--- src/hw/rtl/stat_pkg.sv ---
package stat_pkg;

  // table geometry
  localparam int unsigned TABLE_DEPTH   = 16;
  localparam int unsigned EXPONENT_BITS = 8;

  localparam int unsigned IDX_W  = (TABLE_DEPTH > 2) ? $clog2(TABLE_DEPTH) : 1;
  localparam int unsigned CNT_W  = $clog2(TABLE_DEPTH + 1);
  localparam int unsigned PAIR_W = 2 * EXPONENT_BITS;
  localparam int unsigned COEF_W = 32;

  // width used to compare a read index against a cell position
  localparam int unsigned RIDX_W = 4;
  localparam int unsigned CMP_W  = (IDX_W > RIDX_W) ? IDX_W : RIDX_W;

  // command codes
  typedef enum logic [1:0] {
    MODE_CLEAR  = 2'd0,
    MODE_APPEND = 2'd1,
    MODE_MERGE  = 2'd2,
    MODE_READ   = 2'd3
  } mode_e;

  // result status codes
  localparam logic [1:0] STATUS_OK        = 2'd0;
  localparam logic [1:0] STATUS_FULL      = 2'd1;
  localparam logic [1:0] STATUS_BAD_INDEX = 2'd2;

  // input word
  typedef struct packed {
    logic [1:0]        mode;
    logic [7:0]        term_pow_x;
    logic [7:0]        term_pow_y;
    logic signed [31:0] term_coefficient;
    logic [3:0]        read_index;
  } in_word_t;

  // result word
  typedef struct packed {
    logic [1:0]         status;
    logic               matched;
    logic               saturated;
    logic [3:0]         entry_index;
    logic [4:0]         term_count;
    logic [7:0]         out_pow_x;
    logic [7:0]         out_pow_y;
    logic signed [31:0] out_coefficient;
  } out_word_t;

  // token passed from cell to cell during a scan
  typedef struct packed {
    logic              vld;
    mode_e             op;
    logic [PAIR_W-1:0] pair;
    logic [COEF_W-1:0] coef;
    logic [RIDX_W-1:0] ridx;
    logic              hit;
    logic              wrote;
    logic              matched;
    logic              sat;
    logic [IDX_W-1:0]  idx;
  } token_t;

endpackage

--- src/hw/rtl/stat_cell.sv ---
module stat_cell import stat_pkg::*; (
  input  logic             clk_i,
  input  logic             rst_ni,
  input  logic [IDX_W-1:0] cell_idx_i,
  input  logic [CNT_W-1:0] count_i,
  input  token_t           tok_i,
  output token_t           tok_o
);

  // stored term of this position
  logic [PAIR_W-1:0] pair_q, pair_d;
  logic [COEF_W-1:0] coef_q, coef_d;
  token_t            tok_q, tok_d;

  logic                    in_range;
  logic                    do_merge, do_write, do_read;
  logic signed [COEF_W:0]  sum;
  logic                    ovf;
  logic [COEF_W-1:0]       sum_sat;

  // position checks
  assign in_range = CNT_W'(cell_idx_i) < count_i;

  assign do_merge = tok_i.vld && (tok_i.op == MODE_MERGE) && !tok_i.hit &&
                    in_range && (pair_q == tok_i.pair);
  assign do_write = tok_i.vld && !tok_i.hit &&
                    ((tok_i.op == MODE_APPEND) || (tok_i.op == MODE_MERGE)) &&
                    (CNT_W'(cell_idx_i) == count_i);
  assign do_read  = tok_i.vld && (tok_i.op == MODE_READ) && in_range &&
                    (CMP_W'(tok_i.ridx) == CMP_W'(cell_idx_i));

  // saturating coefficient add
  assign sum     = $signed({coef_q[COEF_W-1], coef_q}) +
                   $signed({tok_i.coef[COEF_W-1], tok_i.coef});
  assign ovf     = sum[COEF_W] != sum[COEF_W-1];
  assign sum_sat = !ovf ? sum[COEF_W-1:0] :
                   (sum[COEF_W] ? {1'b1, {(COEF_W-1){1'b0}}}
                                : {1'b0, {(COEF_W-1){1'b1}}});

  // entry update and token hand-off
  always_comb begin
    pair_d = pair_q;
    coef_d = coef_q;
    tok_d  = tok_i;
    if (do_merge) begin
      coef_d        = sum_sat;
      tok_d.coef    = sum_sat;
      tok_d.hit     = 1'b1;
      tok_d.matched = 1'b1;
      tok_d.sat     = ovf;
      tok_d.idx     = cell_idx_i;
    end else if (do_write) begin
      pair_d      = tok_i.pair;
      coef_d      = tok_i.coef;
      tok_d.hit   = 1'b1;
      tok_d.wrote = 1'b1;
      tok_d.idx   = cell_idx_i;
    end else if (do_read) begin
      tok_d.pair = pair_q;
      tok_d.coef = coef_q;
      tok_d.hit  = 1'b1;
      tok_d.idx  = cell_idx_i;
    end
  end

  always_ff @(posedge clk_i) begin
    pair_q <= pair_d;
    coef_q <= coef_d;
  end

  always_ff @(posedge clk_i or negedge rst_ni) begin
    if (!rst_ni) begin
      tok_q <= '0;
    end else begin
      tok_q <= tok_d;
    end
  end

  assign tok_o = tok_q;

endmodule

--- src/hw/rtl/sparse_term_accumulate_table_core.sv ---
// Sparse two-variable term table. Each term (X power, Y power, signed
// coefficient) sits in one cell of a row of TABLE_DEPTH cells, in insertion
// order. Append, merge and read words send a token down the row, one cell
// per cycle; the cell that matches, is read or is the first free slot acts
// on it. The token goes from the launch register through the register of
// each cell, and its result word is then registered. A clear word gives
// its result on the next cycle. A new word is taken only while no scan is
// running and the result slot is empty or being emptied. Merged sums
// clamp to the signed 32-bit range and raise saturated.
module sparse_term_accumulate_table_core import stat_pkg::*; (
  input  logic      clk_i,
  input  logic      rst_ni,
  input  logic      in_valid_i,
  output logic      in_ready_o,
  input  in_word_t  in_data_i,
  output logic      out_valid_o,
  input  logic      out_ready_i,
  output out_word_t out_data_o
);

  logic             busy_q, busy_d;
  logic [CNT_W-1:0] count_q, count_d;
  token_t           launch_q, launch_d;
  logic             out_valid_q, out_valid_d;
  out_word_t        out_q, out_d;
  token_t           chain [TABLE_DEPTH+1];
  token_t           done;
  logic             in_acc;
  logic [CNT_W-1:0] new_count;

  assign in_ready_o = !busy_q && (!out_valid_q || out_ready_i);
  assign in_acc     = in_valid_i && in_ready_o;

  // cell row
  assign chain[0] = launch_q;
  for (genvar g = 0; g < TABLE_DEPTH; g++) begin : g_cell
    stat_cell u_cell (
      .clk_i      (clk_i),
      .rst_ni     (rst_ni),
      .cell_idx_i (IDX_W'(g)),
      .count_i    (count_q),
      .tok_i      (chain[g]),
      .tok_o      (chain[g+1])
    );
  end
  assign done = chain[TABLE_DEPTH];

  assign new_count = done.wrote ? count_q + CNT_W'(1) : count_q;

  // command launch, count and result word
  always_comb begin
    busy_d      = busy_q;
    count_d     = count_q;
    launch_d    = '0;
    out_valid_d = out_valid_q && !out_ready_i;
    out_d       = out_q;
    if (in_acc) begin
      if (mode_e'(in_data_i.mode) == MODE_CLEAR) begin
        count_d     = '0;
        out_valid_d = 1'b1;
        out_d       = '0;
      end else begin
        busy_d        = 1'b1;
        launch_d.vld  = 1'b1;
        launch_d.op   = mode_e'(in_data_i.mode);
        launch_d.pair = {EXPONENT_BITS'(in_data_i.term_pow_x),
                         EXPONENT_BITS'(in_data_i.term_pow_y)};
        launch_d.coef = in_data_i.term_coefficient;
        launch_d.ridx = in_data_i.read_index;
      end
    end
    if (done.vld) begin
      busy_d      = 1'b0;
      count_d     = new_count;
      out_valid_d = 1'b1;
      out_d       = '0;
      out_d.term_count = 5'(new_count);
      if (done.hit) begin
        out_d.status          = STATUS_OK;
        out_d.matched         = done.matched;
        out_d.saturated       = done.sat;
        out_d.entry_index     = 4'(done.idx);
        out_d.out_pow_x       = 8'(done.pair[PAIR_W-1:EXPONENT_BITS]);
        out_d.out_pow_y       = 8'(done.pair[EXPONENT_BITS-1:0]);
        out_d.out_coefficient = done.coef;
      end else if (done.op == MODE_READ) begin
        out_d.status = STATUS_BAD_INDEX;
      end else begin
        out_d.status = STATUS_FULL;
      end
    end
  end

  always_ff @(posedge clk_i or negedge rst_ni) begin
    if (!rst_ni) begin
      busy_q      <= 1'b0;
      count_q     <= '0;
      launch_q    <= '0;
      out_valid_q <= 1'b0;
    end else begin
      busy_q      <= busy_d;
      count_q     <= count_d;
      launch_q    <= launch_d;
      out_valid_q <= out_valid_d;
    end
  end

  always_ff @(posedge clk_i) begin
    out_q <= out_d;
  end

  assign out_valid_o = out_valid_q;
  assign out_data_o  = out_q;

endmodule

--- config.mk ---
export PLATFORM = sky130hd
export DESIGN_NAME = sparse_term_accumulate_table_core
export DESIGN_NICKNAME = d
export VERILOG_FILES = /design/src/hw/rtl/stat_pkg.sv /design/src/hw/rtl/stat_cell.sv /design/src/hw/rtl/sparse_term_accumulate_table_core.sv
export SDC_FILE = /design/constraint.sdc
export NUM_CORES = 2
export LEC_CHECK = 0
export BUFFER_PORTS_ARGS = -buffer_cell sky130_fd_sc_hd__buf_2
export CAP_MARGIN = 5
export CELL_PAD_IN_SITES_DETAIL_PLACEMENT = 0
export CELL_PAD_IN_SITES_GLOBAL_PLACEMENT = 1
export CORE_ASPECT_RATIO = 0.6
export CORE_MARGIN = 1
export CORE_UTILIZATION = 51
export CTS_CLUSTER_SIZE = 40
export DETAILED_ROUTE_END_ITERATION = 10
export GPL_TIMING_DRIVEN = 1
export PLACE_DENSITY = 0.81
export SLEW_MARGIN = 20
export SYNTH_ARGS = -nofsm -noshare
export SYNTH_HDL_FRONTEND = slang
export SYNTH_SLANG_ARGS = --single-unit
--- constraint.sdc ---
create_clock -name clk_i -period 5.55 [get_ports clk_i]
set_input_delay 0.8325 -clock clk_i [delete_from_list [all_inputs] [get_ports clk_i]]
set_output_delay 0.8325 -clock clk_i [all_outputs]
set_load 0.01 [all_outputs]
# After elaboration in Yosys (flattened, before gate mapping)
# Cells that the tools add are included.
# word_totals
elab_cells,890
out_inout_bits,63
reg_bits,1891
input_bits,58
# op_classes
n_addsub,17
n_lt_le_gt_ge,16
n_bitwise,16
reduce_logical,235
eq_ne,112
mux,288
# op_table
operator,count
$mux 32,80
$mux 48,33
$add 32x32->33,16
$eq 16x16->1,16
$mux 16,16
$mux 61,3
$mux 4,44
$logic_and 1x1->1,161
$mux 55,2
$mux 1,87
$eq 2x2->1 const B,33
$eq 4x5->1 const A,8
$lt 4x5->1 const A,8
$mux 2,18
$reduce_and 2->1,18
$reduce_bool 2->1,18
$eq 2x1->1 const B,16
$eq 4x4->1 const B,8
$eq 3x5->1 const A,4
$lt 3x5->1 const A,4
$mux 5,4
$logic_not 1->1,18
$logic_or 1x1->1,17
$eq 4x3->1 const B,4
14 further kinds,48

# Logic depth before layout (Yosys ltp)
# logic_depth
depth_word,7
ltp_mapped,16
ltp_nobuf,13

# Modules after synthesis
# A second synthesis with hierarchy kept.
# hier_totals
cells_unflattened,11392
area_unflattened_um2,117356.3
# by_module_without_submodules
mod,cells_per_inst,n_inst,seq_area_each_um2,area_per_inst_um2
stat_cell at g_cell[4].u_cell ...,649,6,3017.9,6645.1
stat_cell at g_cell[0].u_cell ...,778,5,3017.9,7517.2
stat_cell at g_cell[14].u_cell ...,664,5,3017.9,7101.8
sparse_term_accumulate_table_core,288,1,3383.2,4390.5

# Least setup slack after synthesis
# Ideal clock, no wire load.
# synth_path
path_type,register -> register
from,register count_q[3]
to,register g_cell[11].u_cell.tok_q (netlist bit g_cell[11].u_cell.tok_o[50])
setup_ps,125
path_stages_with_launch,10
path_buffers,3
period_less_slack_ps,4996
arrival_ps,4871
required_ps,5425
path_slack_ps,554
cell_sequence,dfrtp_1 buf_2 nor2b_1 nand2b_1 nor4b_1 nand2b_1 clkbuf_1 nor2_1 clkbuf_1 mux2_2
# synth_lines
element,line,rtl
start: declaration,sparse_term_accumulate_table_core.sv:22,"logic [CNT_W-1:0] count_q, count_d;"
start signal: assignment,sparse_term_accumulate_table_core.sv:102,count_q <= count_d;
end signal: assignment,stat_cell.sv:75,tok_q <= tok_d;
end: declaration,stat_cell.sv:13,"token_t tok_q, tok_d;"

# Final worst setup path
# layout_path
from,register g_cell[3].u_cell.coef_q[1]
to,register g_cell[3].u_cell.coef_q[8] (data pin)
# layout_between
elab_chain_cells,4
word_cells_on_any_way,5
cone_classes,1 x add/sub; 1 x eq/ne; 3 x mux
# layout_lines
element,line,rtl
start: declaration,stat_cell.sv:12,"logic [COEF_W-1:0] coef_q, coef_d;"
start signal: assignment,stat_cell.sv:68,coef_q <= coef_d;
$add 32x32->33 (*),stat_cell.sv:33,"assign sum = $signed({coef_q[COEF_W-1], coef_q}) +"
$mux 32 or $ne 1x1->1 (tied branches),"stat_cell.sv:37, stat_cell.sv:35",
$mux 32 (*),stat_cell.sv:36,assign sum_sat = !ovf ? sum[COEF_W-1:0] :
$mux 32 (*),stat_cell.sv:45,if (do_merge) begin
net g_cell[3].u_cell.coef_d[8],stat_cell.sv:12,
# The timed path passes the listed nets; every way through them passes the cells marked *.
# A chain may end at the register's enable or synchronous reset.

==> impl_metrics.tcl <==
set metrics [dict create \
    regArea_um2 51190 \
    tightest_slew_ns 1.122 \
    hold_viol 0 \
    ys_seq_area_share_pct 47.49 \
    first_global_vias 78280 \
    maxCapViolCount 0 \
    grt_antenna_before_repair 12 \
    core-area_um2 209700 \
    postCtsSetupBuffers 0 \
    gr-total-overflow 0 \
    clkLatencyLatePin_ns 0.87 \
    cellPowerDensity_nw_per_um2 330.8 \
    grt_max_degree 141 \
    row_count 130 \
    drive_gt1_share_pct 11.23 \
    synth_edf_count 829 \
    numPortBuffers 120 \
    grt_setup_unrepaired "false" \
    outcome "completed" \
    synth_nets 11210 \
    vdd_drop_max_mv 0.2667 \
    slew_headroom_pct 25.05 \
    cp-end-kind "flip-flop" \
    setup_viol 0 \
    root_buffer "clkbuf_16" \
    ant_nets 0 \
    cts_resized 0 \
    cp.required_ns 6.11 \
    report.power.total_w 0.03889 \
    synthFlopType "dfrtp_1" \
    layout.nets 11160 \
    cts_buffers 189 \
    die_w_um 595.5 \
    wl_met2_um 120300 \
    drtPass1Iterations 9 \
    dpl_cell_area_um2 111200 \
    leakagePower_nw 53.93 \
    ys_seq_elements 1880 \
    worst_clock_skew_ns 0.04548 \
    wirelength_um 299400 \
    critical_path_class "reg2reg" \
    drtIter0Drc 8196 \
    drv_slew 0 \
    worstPathMaxFanout 56 \
    wl_met3_um 21550 \
    via_per_inst 6.098 \
    tns_ns 0 \
    routed-via-count 82110 \
    crit_path_start_kind "flip-flop" \
    fin_crit_sh_pct 80.90 \
    clockBufferDepth 4 \
    grt_pass1_wl_um 466800 \
    instances_no_fill 13470 \
    path_clk_slew_ns 0.07 \
    synth_top_cell_by_area "dfrtp_1" \
    place.gp.congestion 0.9328 \
    synthDominantCellAreaShare_pct 24.40 \
    synth_warnings 0 \
    final_common_cell "nand2_1" \
    hold_path.class "in2reg" \
    holdWs_ns 0.1829 \
    h-tree-depth 4 \
    syn_area_um2 107800 \
    grt_use_total_pct 27.60 \
    routed.top_layer "met5" \
    synthDistinctLibCells 120 \
    async_reset_ff_share_pct 55.90 \
    floorplan.die_area_um2 213300 \
    final_cell_mix "nand2_1, dfrtp_1, edfxtp_1" \
    ios 121 \
    clock_sinks 1880 \
    wl_per_cell_um 22.24 \
    dp_cells 13120 \
    area_delta_synth_final_pct 9.064 \
    period_needed_ns 4.490 \
    max_stage_delay_ns 0.49 \
    synth.area.top_cells "dfrtp_1, edfxtp_1, ha_1" \
    dp_hpwl_um 215100 \
    synthCells 10590 \
    filler_cell_count 17930 \
    stdcell_area_um2 117600 \
    die_y_um 358.1 \
    cp.arrival_ns 5.05 \
    multi_input_area_um2 53900 \
    fmax_mhz 222.7 \
    initial_core_util_pct 51.42 \
    slowest_stage "buf_4" \
    m1WireLength_um 151900 \
    tritoncts "built" \
    crit_chain "ha_1, a211oi_1, o21bai_1, o211a_1, a211oi_1, o21ai_0, a31oi_1, nor3_1, a31oi_1, and2_1, buf_4, o21ai_0" \
    drc 0 \
    syn_area_per_cell_um2 10.18 \
]
[worst max-delay path: cells and delay by family, from the launching register on]
kind	cells	cell delay (ns)
and+or+nand+nor	2	0.28
DFF	1	0.42
buffers and inverters	1	0.49
adders and majority gates	1	0.31
AOI/OAI and AO/OA	8	2.63
[path summary, 6_finish.rpt]
kind                                            startpoint                     endpoint  slack, ns  depth (start not counted)
min in group asynchronous                           rst_ni  g_cell[15].u_cell.tok_o[23]       0.53                          2
worst min-delay path                         in_data_i[22]                  chain[1038]       0.18                          2
worst max register to register  g_cell[3].u_cell.coef_q[1]   g_cell[3].u_cell.coef_q[8]       1.06                         12
worst min register to register  g_cell[7].u_cell.tok_o[11]   g_cell[8].u_cell.tok_o[11]       0.35                          0
worst max-delay path            g_cell[3].u_cell.coef_q[1]   g_cell[3].u_cell.coef_q[8]       1.06                         12
max in group asynchronous                           rst_ni   g_cell[3].u_cell.tok_o[21]       3.52                          3
[where the power goes]
group / leakage, nW / total [W] / internal [W] / switching (W)
logic: 28.9 / 0.00833 / 0.00343 / 0.00489
clock network: 3.09 / 0.0134 / 0.00763 / 0.00575
registers: 22.0 / 0.0172 / 0.0159 / 0.00126
[cell type report]
type / instances / share of cell area, %
inverter: 244 / 0.7790
multi-input combinational: 7978 / 45.84
antenna: 1 / 0.002128
timing repair buffer: 248 / 1.483
clock inverter: 89 / 0.8226
sequential: 1880 / 43.54
tap: 2772 / 2.950
clock buffer: 253 / 4.578
[cell usage after synthesis (29+ instances only)]
library cell and number:
a211oi_1 139, a21o_1 271, a21oi_1 759, a31oi_1 88, and2_1 107, and3_1 105
buf_2 100, clkbuf_1 352, dfrtp_1 1051, edfxtp_1 829, ha_1 547, inv_1 237
mux2_2 473, mux2i_1 250, nand2_1 1396, nand2b_1 100, nand3_1 463, nand4_1 119
nor2_1 514, nor2b_1 135, nor3_1 108, nor4_1 73, o211ai_1 132, o21a_1 95
o21ai_0 564, o21ai_1 107, o21bai_1 70, o221ai_1 29, o22ai_1 39, or2_2 54
or3_1 69, xnor2_1 366, xor2_1 296
[state kept, by name (all words and copies together), names as in the netlist]
signal and cells:
g_cell.u_cell.pair_q 256, out_data_o 61, out_valid_o 1, count_q 5, busy_q 1, g_cell.u_cell.coef_q 512, g_cell.u_cell.tok_o 989, chain 55
[logic make-up after synthesis]
group	count (synthesis)	synth area share, %
and+or+nand+nor	3410	15.04
AOI/OAI and AO/OA	2608	15.31
DFF	1880	47.49
muxes	734	7.380
buffers and inverters	731	2.746
xor gates and xnor gates	662	5.378
adders and majority gates	564	6.655
[metal layers]
metal / up-vias / global-route usage (%)
met1: 40500 / 44.85
met2: 2749 / 38.20
met3: 376 / 4.391
met5: - / 0
met4: 4 / 5.584
li1: 38480 / -
[repair_timing]
action                                 CTS  global route
hold buffers                             1             0
endpoints found under the hold margin   18             0
setup endpoints to repair                0             0
[through the flow]
step / setup slack [ns] / util (%)
global route: 0.8187 / 56.08
detailed placement: 1.231 / 53.03
global placement: 1.112 / 53.02
finish: 1.060 / 56.08
CTS: 1.200 / 56.06
floorplan: 0.5543 / -
Power figures use the tool's default switching activity.
